**config.mk**
```make
export PLATFORM = sky130hd
export DESIGN_NAME = load_cell_adc_reader_unit
export DESIGN_NICKNAME = d
export VERILOG_FILES = /design/src/design/lcar_pkg.sv /design/src/design/load_cell_adc_reader_unit.sv
export VERILOG_INCLUDE_DIRS = /design/src /design/src/design
export SDC_FILE = /design/constraint.sdc
export NUM_CORES = 1
export LEC_CHECK = 0
export ABC_CLOCK_PERIOD_IN_PS = 8600
export BUFFER_PORTS_ARGS = -buffer_cell sky130_fd_sc_hd__buf_2
export CORE_MARGIN = 5
export CORE_UTILIZATION = 60
export DETAILED_ROUTE_END_ITERATION = 8
export GPL_ROUTABILITY_DRIVEN = 0
export PLACE_DENSITY = 0.91
export SETUP_SLACK_MARGIN = 0.1
export SYNTH_ARGS = -nofsm -noshare
export SYNTH_HDL_FRONTEND = slang
export SYNTH_SLANG_ARGS = --single-unit
```
**constraint.sdc**
```tcl
create_clock -name i_clk -period 8.6 [get_ports i_clk]
set_clock_uncertainty 0.1 [all_clocks]
set_input_delay 1.72 -clock i_clk [delete_from_list [all_inputs] [get_ports i_clk]]
set_output_delay 1.72 -clock i_clk [all_outputs]
set_load 0.005 [all_outputs]
```
**src/design/assert_macros.svh**
```systemverilog
// Assertion macros shared by the design files
`ifndef ASSERT_MACROS_SVH
`define ASSERT_MACROS_SVH

// Same-cycle implication, sampled on the rising edge of i_clk, off during reset
`define ASSERT_SAME(label, ante, cons, msg) \
    label: assert property (@(posedge i_clk) disable iff (!i_rst_n) (ante) |-> (cons)) \
        else $error(msg);

// Next-cycle implication, sampled on the rising edge of i_clk, off during reset
`define ASSERT_NEXT(label, ante, cons, msg) \
    label: assert property (@(posedge i_clk) disable iff (!i_rst_n) (ante) |=> (cons)) \
        else $error(msg);

`endif

```
**src/design/lcar_pkg.sv**
```systemverilog
// Types and constants for the load-cell converter reader
package lcar_pkg;

    localparam int DATA_BITS = 24;
    localparam int SUM_W     = 32;
    localparam int CNT_W     = 8;
    localparam int HP_W      = 10;
    localparam int GAIN_W    = 2;
    localparam int NET_W     = DATA_BITS + 1;
    localparam int BIT_W     = 5;
    localparam int DIV_STEPS = SUM_W;
    localparam int DCNT_W    = $clog2(DIV_STEPS);
    localparam int ACT_W     = 3;
    localparam int IDX_W     = 2;
    localparam int CFG_W     = HP_W;
    localparam int IN_W      = 32;
    localparam int OUT_W     = 56;

    localparam logic [GAIN_W-1:0] GAIN_RESET  = GAIN_W'(1);
    localparam logic [CNT_W-1:0]  COUNT_RESET = CNT_W'(10);
    localparam logic [HP_W-1:0]   HALF_RESET  = HP_W'(50);

    typedef enum logic [ACT_W-1:0] {
        ACT_TICK   = 3'd0,
        ACT_READ   = 3'd1,
        ACT_TARE   = 3'd2,
        ACT_PDOWN  = 3'd3,
        ACT_PUP    = 3'd4,
        ACT_SETOFS = 3'd5
    } t_action;

    typedef enum logic [1:0] {
        PH_IDLE = 2'd0,
        PH_WAIT = 2'd1,
        PH_HIGH = 2'd2,
        PH_LOW  = 2'd3
    } t_phase;

    typedef enum logic {
        ST_RUN = 1'b0,
        ST_DIV = 1'b1
    } t_ctl;

    typedef enum logic [IDX_W-1:0] {
        REG_GAIN  = 2'd0,
        REG_COUNT = 2'd1,
        REG_HALF  = 2'd2
    } t_reg_idx;

endpackage

```
**src/design/load_cell_adc_reader_unit.sv**
```systemverilog
// Load-cell converter reader: pin sequencer with a shared serial divider for averaging
// Each input transfer is one pin sequencer tick; a tick that does not finish a request
// yields its result transfer the next cycle, one transfer per cycle while results are taken.
// A finishing tick runs the restoring divider, one quotient bit per cycle, and the result
// is registered when it ends; no input is taken meanwhile.
// Synchronous active-low reset: idle, powered up, offset zero, registers at defaults.
module load_cell_adc_reader_unit (
    input  logic                        i_clk,
    input  logic                        i_rst_n,
    // configuration write channel
    input  logic                        i_cfg_valid,
    output logic                        o_cfg_ready,
    input  logic [lcar_pkg::IDX_W-1:0]  i_cfg_index,
    input  logic [lcar_pkg::CFG_W-1:0]  i_cfg_data,
    // input ticks
    input  logic                        s_axis_tvalid,
    output logic                        s_axis_tready,
    input  logic [lcar_pkg::IN_W-1:0]   s_axis_tdata,  // dout_level, offset_value, zero pad
    input  logic [lcar_pkg::ACT_W-1:0]  s_axis_tuser,  // action
    // results
    output logic                        m_axis_tvalid,
    input  logic                        m_axis_tready,
    output logic [lcar_pkg::OUT_W-1:0]  m_axis_tdata,  // sck_level, busy_res, result_valid,
                                                       // net_value, average_value, zero pad
    output logic                        m_axis_tuser   // result_kind
);
    import lcar_pkg::*;

    `include "assert_macros.svh"

    // configuration
    logic [GAIN_W-1:0] r_gain;
    logic [CNT_W-1:0]  r_count;
    logic [HP_W-1:0]   r_half;

    // sequencer state
    t_phase                r_phase, n_phase;
    logic [BIT_W-1:0]      r_bit, n_bit;
    logic [HP_W-1:0]       r_hp_cnt, n_hp_cnt;
    logic [DATA_BITS-1:0]  r_shift, n_shift;
    logic [SUM_W-1:0]      r_sum, n_sum;
    logic [CNT_W-1:0]      r_conv, n_conv;
    logic [DATA_BITS-1:0]  r_offset, n_offset;
    logic                  r_is_tare, n_is_tare;
    logic                  r_pd, n_pd;
    logic                  w_finish;

    // divider
    t_ctl                  r_ctl, n_ctl;
    logic [CNT_W-1:0]      r_rem;
    logic [SUM_W-1:0]      r_quo;
    logic                  r_neg;
    logic [DCNT_W-1:0]     r_dcnt;

    // output register
    logic                  r_out_valid;
    logic [OUT_W-1:0]      r_out_data;
    logic                  r_out_kind;

    logic                  w_in_acc;
    t_action               w_act;
    logic                  w_dout;
    logic [DATA_BITS-1:0]  w_ofs_in;
    logic [HP_W-1:0]       w_hp;
    logic [GAIN_W-1:0]     w_gp;
    logic [CNT_W-1:0]      w_sc;
    logic [SUM_W-1:0]      w_sum_new;
    logic [SUM_W-1:0]      w_sum_abs;
    logic [CNT_W-1:0]      w_conv_new;

    logic [CNT_W:0]        w_rem_sh;
    logic                  w_ge;
    logic [CNT_W:0]        w_rem_nx;
    logic [SUM_W-1:0]      w_quo_nx;
    logic                  w_div_last;
    logic [DATA_BITS-1:0]  w_mag;
    logic [DATA_BITS-1:0]  w_avg;
    logic [NET_W-1:0]      w_net;
    logic [OUT_W-1:0]      w_tick_data;
    logic [OUT_W-1:0]      w_fin_data;

    assign w_act    = t_action'(s_axis_tuser);
    assign w_dout   = s_axis_tdata[0];
    assign w_ofs_in = s_axis_tdata[DATA_BITS:1];
    assign w_in_acc = s_axis_tvalid && s_axis_tready;

    // zero registers act as one
    assign w_hp = (r_half  == '0) ? HP_W'(1)   : r_half;
    assign w_gp = (r_gain  == '0) ? GAIN_W'(1) : r_gain;
    assign w_sc = (r_count == '0) ? CNT_W'(1)  : r_count;

    assign w_sum_new  = r_sum + {{(SUM_W-DATA_BITS){r_shift[DATA_BITS-1]}}, r_shift};
    assign w_sum_abs  = w_sum_new[SUM_W-1] ? (~w_sum_new + SUM_W'(1)) : w_sum_new;
    assign w_conv_new = r_conv + CNT_W'(1);

    // sequencer next state
    always_comb begin
        n_phase   = r_phase;
        n_bit     = r_bit;
        n_hp_cnt  = r_hp_cnt;
        n_shift   = r_shift;
        n_sum     = r_sum;
        n_conv    = r_conv;
        n_offset  = r_offset;
        n_is_tare = r_is_tare;
        n_pd      = r_pd;
        w_finish  = 1'b0;

        if (w_act == ACT_SETOFS) begin
            n_offset = w_ofs_in;
        end

        if (w_act == ACT_PDOWN) begin
            n_pd     = 1'b1;
            n_phase  = PH_IDLE;
            n_bit    = '0;
            n_hp_cnt = '0;
            n_shift  = '0;
            n_sum    = '0;
            n_conv   = '0;
        end else if (w_act == ACT_PUP) begin
            n_pd = 1'b0;
        end else begin
            unique case (r_phase)
                PH_IDLE: begin
                    if ((w_act == ACT_READ || w_act == ACT_TARE) && !r_pd) begin
                        n_phase   = PH_WAIT;
                        n_is_tare = (w_act == ACT_TARE);
                        n_bit     = '0;
                        n_hp_cnt  = '0;
                        n_shift   = '0;
                        n_sum     = '0;
                        n_conv    = '0;
                    end
                end
                PH_WAIT: begin
                    if (!w_dout) begin
                        n_bit    = '0;
                        n_hp_cnt = '0;
                        n_shift  = '0;
                        n_phase  = PH_HIGH;
                    end
                end
                PH_HIGH: begin
                    if (({1'b0, r_hp_cnt} + (HP_W+1)'(1)) < {1'b0, w_hp}) begin
                        n_hp_cnt = r_hp_cnt + HP_W'(1);
                    end else begin
                        n_hp_cnt = '0;
                        // sample on the last tick of the high half
                        if ({1'b0, r_bit} < (BIT_W+1)'(DATA_BITS)) begin
                            n_shift = {r_shift[DATA_BITS-2:0], w_dout};
                        end
                        n_phase = PH_LOW;
                    end
                end
                PH_LOW: begin
                    if (({1'b0, r_hp_cnt} + (HP_W+1)'(1)) < {1'b0, w_hp}) begin
                        n_hp_cnt = r_hp_cnt + HP_W'(1);
                    end else begin
                        n_hp_cnt = '0;
                        n_bit    = r_bit + BIT_W'(1);
                        if ({1'b0, n_bit} <
                            ((BIT_W+1)'(DATA_BITS) + {{(BIT_W+1-GAIN_W){1'b0}}, w_gp})) begin
                            n_phase = PH_HIGH;
                        end else if (w_conv_new >= w_sc) begin
                            w_finish = 1'b1;
                            n_phase  = PH_IDLE;
                            n_sum    = '0;
                            n_conv   = '0;
                            n_bit    = '0;
                            n_shift  = '0;
                        end else begin
                            n_phase = PH_WAIT;
                            n_sum   = w_sum_new;
                            n_conv  = w_conv_new;
                            n_bit   = '0;
                            n_shift = '0;
                        end
                    end
                end
                default: begin
                    n_phase = PH_IDLE;
                end
            endcase
        end
    end

    // control next state
    always_comb begin
        n_ctl = r_ctl;
        unique case (r_ctl)
            ST_RUN: begin
                if (w_in_acc && w_finish) begin
                    n_ctl = ST_DIV;
                end
            end
            ST_DIV: begin
                if (w_div_last) begin
                    n_ctl = ST_RUN;
                end
            end
            default: n_ctl = ST_RUN;
        endcase
    end

    // control outputs
    always_comb begin
        s_axis_tready = 1'b0;
        unique case (r_ctl)
            ST_RUN:  s_axis_tready = !r_out_valid || m_axis_tready;
            ST_DIV:  s_axis_tready = 1'b0;
            default: s_axis_tready = 1'b0;
        endcase
    end

    // one restoring divide step: shift in the next dividend bit, subtract if it fits
    assign w_rem_sh   = {r_rem, r_quo[SUM_W-1]};
    assign w_ge       = w_rem_sh >= {1'b0, w_sc};
    assign w_rem_nx   = w_ge ? (w_rem_sh - {1'b0, w_sc}) : w_rem_sh;
    assign w_quo_nx   = {r_quo[SUM_W-2:0], w_ge};
    assign w_div_last = (r_ctl == ST_DIV) && (r_dcnt == DCNT_W'(DIV_STEPS - 1));

    // quotient magnitude is at most 2^23, so the low bits hold it
    assign w_mag = w_quo_nx[DATA_BITS-1:0];
    assign w_avg = r_neg ? (~w_mag + DATA_BITS'(1)) : w_mag;
    assign w_net = r_is_tare ? '0
                 : ({w_avg[DATA_BITS-1], w_avg} - {r_offset[DATA_BITS-1], r_offset});

    assign w_tick_data = {{(OUT_W-NET_W-DATA_BITS-3){1'b0}}, {DATA_BITS{1'b0}},
                          {NET_W{1'b0}}, 1'b0, (n_phase != PH_IDLE),
                          (n_pd || n_phase == PH_HIGH)};
    assign w_fin_data  = {{(OUT_W-NET_W-DATA_BITS-3){1'b0}}, w_avg, w_net,
                          1'b1, 1'b0, 1'b0};

    assign o_cfg_ready = 1'b1;

    // configuration registers
    always_ff @(posedge i_clk) begin
        if (!i_rst_n) begin
            r_gain  <= GAIN_RESET;
            r_count <= COUNT_RESET;
            r_half  <= HALF_RESET;
        end else if (i_cfg_valid && o_cfg_ready) begin
            unique case (t_reg_idx'(i_cfg_index))
                REG_GAIN:  r_gain  <= i_cfg_data[GAIN_W-1:0];
                REG_COUNT: r_count <= i_cfg_data[CNT_W-1:0];
                REG_HALF:  r_half  <= i_cfg_data[HP_W-1:0];
                default: ;
            endcase
        end
    end

    // sequencer and control state
    always_ff @(posedge i_clk) begin
        if (!i_rst_n) begin
            r_ctl     <= ST_RUN;
            r_phase   <= PH_IDLE;
            r_bit     <= '0;
            r_hp_cnt  <= '0;
            r_shift   <= '0;
            r_sum     <= '0;
            r_conv    <= '0;
            r_offset  <= '0;
            r_is_tare <= 1'b0;
            r_pd      <= 1'b0;
            r_dcnt    <= '0;
        end else begin
            r_ctl <= n_ctl;
            if (w_in_acc) begin
                r_phase   <= n_phase;
                r_bit     <= n_bit;
                r_hp_cnt  <= n_hp_cnt;
                r_shift   <= n_shift;
                r_sum     <= n_sum;
                r_conv    <= n_conv;
                r_offset  <= n_offset;
                r_is_tare <= n_is_tare;
                r_pd      <= n_pd;
                r_dcnt    <= '0;
            end else if (r_ctl == ST_DIV) begin
                r_dcnt <= r_dcnt + DCNT_W'(1);
                // a finished tare stores its average as the new offset
                if (w_div_last && r_is_tare) begin
                    r_offset <= w_avg;
                end
            end
        end
    end

    // divider datapath
    always_ff @(posedge i_clk) begin
        if (w_in_acc && w_finish) begin
            r_rem <= '0;
            r_quo <= w_sum_abs;
            r_neg <= w_sum_new[SUM_W-1];
        end else if (r_ctl == ST_DIV) begin
            r_rem <= w_rem_nx[CNT_W-1:0];
            r_quo <= w_quo_nx;
        end
    end

    // output register
    always_ff @(posedge i_clk) begin
        if (!i_rst_n) begin
            r_out_valid <= 1'b0;
        end else if ((w_in_acc && !w_finish) || w_div_last) begin
            r_out_valid <= 1'b1;
        end else if (m_axis_tready) begin
            r_out_valid <= 1'b0;
        end
    end

    always_ff @(posedge i_clk) begin
        if (w_in_acc && !w_finish) begin
            r_out_data <= w_tick_data;
            r_out_kind <= 1'b0;
        end else if (w_div_last) begin
            r_out_data <= w_fin_data;
            r_out_kind <= r_is_tare;
        end
    end

    assign m_axis_tvalid = r_out_valid;
    assign m_axis_tdata  = r_out_data;
    assign m_axis_tuser  = r_out_kind;

    `ASSERT_SAME(a_no_take_in_div, r_ctl == ST_DIV, !s_axis_tready, "input taken while dividing")
    `ASSERT_NEXT(a_div_gives_result, w_div_last, r_out_valid && r_ctl == ST_RUN, "result lost")
    `ASSERT_SAME(a_pd_idle, r_pd, r_phase == PH_IDLE, "sequence running while powered down")
    `ASSERT_SAME(a_div_out_free, r_ctl == ST_DIV, !r_out_valid, "output busy while dividing")

endmodule
```
# Word level (Yosys, flattened, before mapping)
# Index checks and enable logic that the tools add are counted.
# totals
out_inout_bits,60
word_cells,174
register_bits,228
in_bits,52
# classes
addsub,11
n_eq_ne,20
magnitude_cmp,5
n_bitwise,6
n_reduce_logical,37
muxes,74
# ops
operator,n
24-bit two-way mux,13
32-bit two-way mux,9
24-bit case mux with 4 select lines,1
8-bit two-way mux,8
32-bit case mux with 2 select lines,1
10-bit two-way mux,6
32-bit by 1-bit adder with 32-bit output (second input constant),1
32-bit adder,1
32-bit NOT,1
5-bit two-way mux,6
10-bit case mux with 3 select lines,1
25-bit two-way mux,1
24-bit by 24-bit subtractor with 25-bit output,1
24-bit by 1-bit adder with 24-bit output (second input constant),1
24-bit NOT,1
2-bit two-way mux,10
3-bit != test (second input constant),6
8-bit case mux with 2 select lines,1
5-bit case mux with 3 select lines,1
1-bit two-way mux,13
6-bit AND reduction,2
2-bit nonzero test,6
10-bit by 1-bit adder with 11-bit output (second input constant),1
11-bit by 10-bit < comparator with 1-bit output,1
34 further kinds,60

# Depth between registers and ports, before layout
# depth
word_depth,13
mapped_depth,28
mapped_depth_nobuf,27

# Worst setup path before layout
# No wires, ideal clock.
# synth_timing
path_kind,reg2reg
startpoint,register r_count[1]
endpoint,"register r_out_data[26], in the netlist m_axis_tdata[26]"
arrival_ns,5.006
path_slack_ns,3.377
setup_ns,0.117
period_less_slack_ns,5.223
stages_incl_launch_ff,29
t_required_ns,8.383
cell_sequence,dfxtp_1 > nor4_1 > a41o_1 > ha_1 > nor2b_1 > o21ai_0 > a21oi_1 > o21ai_0 > a21oi_1 > o221a_2 > or2_2 > clkbuf_1 > inv_1 > ha_1 > nand2_1 > o21ai_0 > xor2_1 > inv_1 > ha_1 > a21o_1 > a21oi_1 > nor2_1 > a21oi_1 > o21a_1 > a21oi_1 > a31o_2 > a41oi_1 > mux2i_1 > nand2_1
# synth_via
word_cells_on_any_way,17
# synth_rtl
element,line_no,text
"start, declared",load_cell_adc_reader_unit.sv:33,logic [CNT_W-1:0] r_count;
"start signal, assigned",load_cell_adc_reader_unit.sv:246,REG_COUNT: r_count <= i_cfg_data[CNT_W-1:0];
8-bit logical NOT,load_cell_adc_reader_unit.sv:90,assign w_sc = (r_count == '0) ? CNT_W'(1) : r_count;
8-bit two-way mux *,load_cell_adc_reader_unit.sv:90,
9-bit by 8-bit greater-or-equal comparator with 1-bit output *,load_cell_adc_reader_unit.sv:218,"assign w_ge = w_rem_sh >= {1'b0, w_sc};"
24-bit NOT *,load_cell_adc_reader_unit.sv:225,assign w_avg = r_neg ? (~w_mag + DATA_BITS'(1)) : w_mag;
24-bit by 1-bit adder with 24-bit output *,load_cell_adc_reader_unit.sv:225,
24-bit two-way mux *,load_cell_adc_reader_unit.sv:225,
named net w_avg[8],load_cell_adc_reader_unit.sv:77,logic [DATA_BITS-1:0] w_avg;
24-bit by 24-bit subtractor with 25-bit output *,load_cell_adc_reader_unit.sv:227,": ({w_avg[DATA_BITS-1], w_avg} - {r_offset[DATA_BITS-1], r_offset});"
25-bit two-way mux *,load_cell_adc_reader_unit.sv:226,assign w_net = r_is_tare ? '0
"end signal, assigned",load_cell_adc_reader_unit.sv:315,r_out_data <= w_tick_data;
"end signal, assigned",load_cell_adc_reader_unit.sv:318,r_out_data <= w_fin_data;
"end, declared",load_cell_adc_reader_unit.sv:57,logic [OUT_W-1:0] r_out_data;
# Mark *: on every way through the listed nets, which the timed path passes. The rest lies on a longest branch.
# A chain may end at the register's enable or synchronous reset.

# Worst setup path after layout
# Ends and elaborated chain as after synthesis.

==> results_dict.tcl <==
set metrics [dict create \
    outcome "complete, no violations" \
    rrSetupSlack_ns 2.37 \
    dp_cells 2101 \
    ant_nets 0 \
    pwr-share-seq 0.448 \
    timing.hold.ws_ns 0.343 \
    drt-total-wl_um 37400 \
    r2r_end "m_axis_tdata[26]" \
    regToRegStartpoint "r_count[1]" \
    h-tree-depth 1 \
    period_share 0.724 \
    synth_area_leaders "dfxtp_1 27%, ha_1 8.1%, edfxtp_1 7.4%, nand2_1 5.8%, a21oi_1 5.5%" \
    hpwl_um 26600 \
    critPathTopFamily "compound AO/OA/AOI/OAI gates" \
    path_buf_inv 2 \
    clk_latency_ns 0.53 \
    setup_tns_ns 0 \
    final_nets 1956 \
    finalSetupViolations 0 \
    switchingPower_mw 0.586 \
    sw_frac_of_total 0.237 \
    vias 13500 \
    max_cap_violations 0 \
    cts-resized-gates 0 \
    seq_area_frac_synth 0.346 \
    die-area_um2 26900 \
    tritoncts "yes" \
    gr-total-overflow 0 \
    fin_crit_ns 6.23 \
    hold_violations 0 \
    ff2ff_path_depth 27 \
    clock_power_share 0.474 \
    start_util 0.607 \
    intPower_mw 1.88 \
    cts_hold_buf 0 \
    antennaDiodeCount 0 \
    numPortBuffers 99 \
    coreArea_um2 23400 \
    power_frac_comb 0.078 \
    final-instance-count-excl-fill 2147 \
    grt_pass1_wl_um 61000 \
    synth_ff_type "dfxtp_1" \
    drc_errors 0 \
    drt-initial-drc-count 1484 \
    numCtsBuffers 25 \
    postSynthCellCount 1753 \
    max_freq_mhz 161 \
    worstMarginPinSlew_ns 1.19 \
    synthArstFlopShare 0 \
    hold_path.startpoint "m_axis_tuser" \
    dpl_worst_slack_ns 2.51 \
    path_common_cell "a21oi_1" \
    cts_setup_buffers 0 \
    synth.avg_cell_area_um2 8.11 \
    die_x_um 164 \
    start_kind "flip-flop" \
    cp.required_ns 8.92 \
    timing.final.ws_setup_ns 2.37 \
    critical_path_class "flip-flop to flip-flop" \
    vias_per_cell 6.28 \
    ir_drop_uv 130 \
    drt-pass1-iter-count 8 \
    ys_warn_count 0 \
    antenna_found_initial 0 \
    grt_max_degree 67 \
    placed_area_um2 14900 \
    max_stage_delay_ns 0.48 \
    slowest_stage "or2_2" \
    io_pins 112 \
    ys_ff_latch 228 \
    hold_depth 2 \
    clk_pin_slew_ns 0.06 \
    critical_path_peak_fanout 18 \
    clockBufferDepth 3 \
    die_h_um 164 \
    synth_area_um2 14200 \
    final_area_um2 15800 \
    track_usage 0.269 \
    clkSinkCount 228 \
    hold_path_class "flip-flop to flip-flop" \
    synth_edf_count 35 \
    grt_pass1_vias 12800 \
    power_density_nw_per_um2 157 \
    clock-root-buffer "clkbuf_16" \
    slew_headroom 0.204 \
    cp-end-kind "flip-flop" \
    drive_above_1_share 0.106 \
    wire_per_inst_um 17.4 \
    final_max_slew_viol_count 0 \
    rows 56 \
    syn_to_final_growth_pct 10.9 \
    ys_types 84 \
    netlist.top_cell.by_area "dfxtp_1" \
    rsz0062_at_grt "false" \
    utilization 0.673 \
    critPathArrivalTime_ns 6.55 \
    p_leak_nw 6.49 \
    netlist.area_leader.share 0.272 \
    min_to "m_axis_tuser" \
    power_mw 2.47 \
]
[final cells by class]
class / count / area [µm²]
fillers: 1744 / 7640
well taps: 319 / 399
inverters: 101 / 379
repair buffers: 111 / 586
flip-flops and latches: 228 / 4910
clock inverters: 15 / 218
clock buffers: 31 / 688
multi-input cells: 1342 / 8570
[sequential cells by signal (all words and copies together), names as in the netlist, 2 cells and up]
register	count
r_gain	2
m_axis_tdata	52
r_sum	32
r_offset	24
r_half	10
r_dcnt	5
r_shift	24
r_phase	2
r_rem	8
r_hp_cnt	10
r_count	8
r_conv	8
r_bit	5
r_quo	32
[layer usage]
metal	global-route usage	part of all wire
met2	0.459	0.47
met3	0.0414	0.091
met5	0	0
met4	0.0827	0.027
met1	0.353	0.42
[logic make-up (layout without fill, tap and decap cells)]
| logic type | after synthesis | count (layout) | share of synthesized area |
|---|---|---|---|
| simple gates | 563 | 563 | 0.189 |
| compound gates | 538 | 538 | 0.238 |
| flops | 228 | 228 | 0.346 |
| buf+inv | 186 | 258 | 0.0527 |
| xor+xnor | 120 | 120 | 0.0740 |
| fa+ha+maj | 95 | 95 | 0.0852 |
| mux | 21 | 21 | 0.0152 |
| other cells | 2 | 5 | 0.000529 |
[synth_stat cells, types with 8 or more instances]
library cell	n
a211oi_1	15
a21o_1	27
a21oi_1	155
a22o_1	24
a31oi_1	20
and2_1	11
and3_1	18
clkbuf_1	67
dfxtp_1	193
edfxtp_1	35
ha_1	92
inv_1	100
mux2i_1	16
nand2_1	218
nand2b_1	17
nand3_1	74
nand3b_1	12
nand4_1	11
nor2_1	107
nor2b_1	15
nor3_1	24
nor4_1	8
o211ai_1	19
o21a_1	17
o21ai_0	154
o21ai_1	18
o31ai_1	12
or2_2	8
or3_1	12
xnor2_1	60
xor2_1	60
[worst max-delay path by stage]
stage | start | end | slack (ns) | depth (start not counted)
finish | r_count[1] | m_axis_tdata[26] | 2.37 | 27
global route | r_count[1] | m_axis_tdata[26] | 1.90 | 27
CTS | r_count[1] | m_axis_tdata[26] | 2.47 | 27
detailed placement | r_count[1] | m_axis_tdata[25] | 2.51 | 24
global placement | r_count[1] | m_axis_tdata[25] | 2.65 | 26
floorplan | r_count[1] | m_axis_tdata[26] | 3.38 | 28
[worst min-delay path: stages, from the launching register on]
cell and delay [ns]:
dfxtp_1 0.31, nand2_1 0.05, nand2_1 0.04
[placed cells by master (no fill, tap or decap), types with 8 or more instances in the layout]
master	n
xnor2_1	60
a22o_1	24
o21a_1	17
buf_2	99
a21o_1	27
o211ai_1	19
a31oi_1	20
nor2_1	107
o31ai_1	11
buf_4	12
xor2_1	60
nand2_1	218
o21ai_0	154
and3_1	18
and2_1	11
nand3b_1	12
a211oi_1	15
o21ai_1	18
nor3_1	24
a21oi_1	154
or3_1	12
nand2b_1	16
or2_2	8
ha_1	92
clkbuf_16	25
nand4_1	11
dfxtp_1	193
nor2b_1	15
edfxtp_1	35
nand3_1	74
inv_1	100
mux2i_1	16
[power groups by stage]
stage / combinational, mW / sequential [mW] / clock [mW]
after CTS: 0.188 / 1.10 / 1.17
after global placement: 0.178 / 1.13 / 0
after global routing: 0.213 / 1.11 / 1.23
after detailed placement: 0.187 / 1.13 / 0
after floorplan: 0.135 / 1.12 / 0
final: 0.194 / 1.11 / 1.17
(Power assumes the default switching activity.)
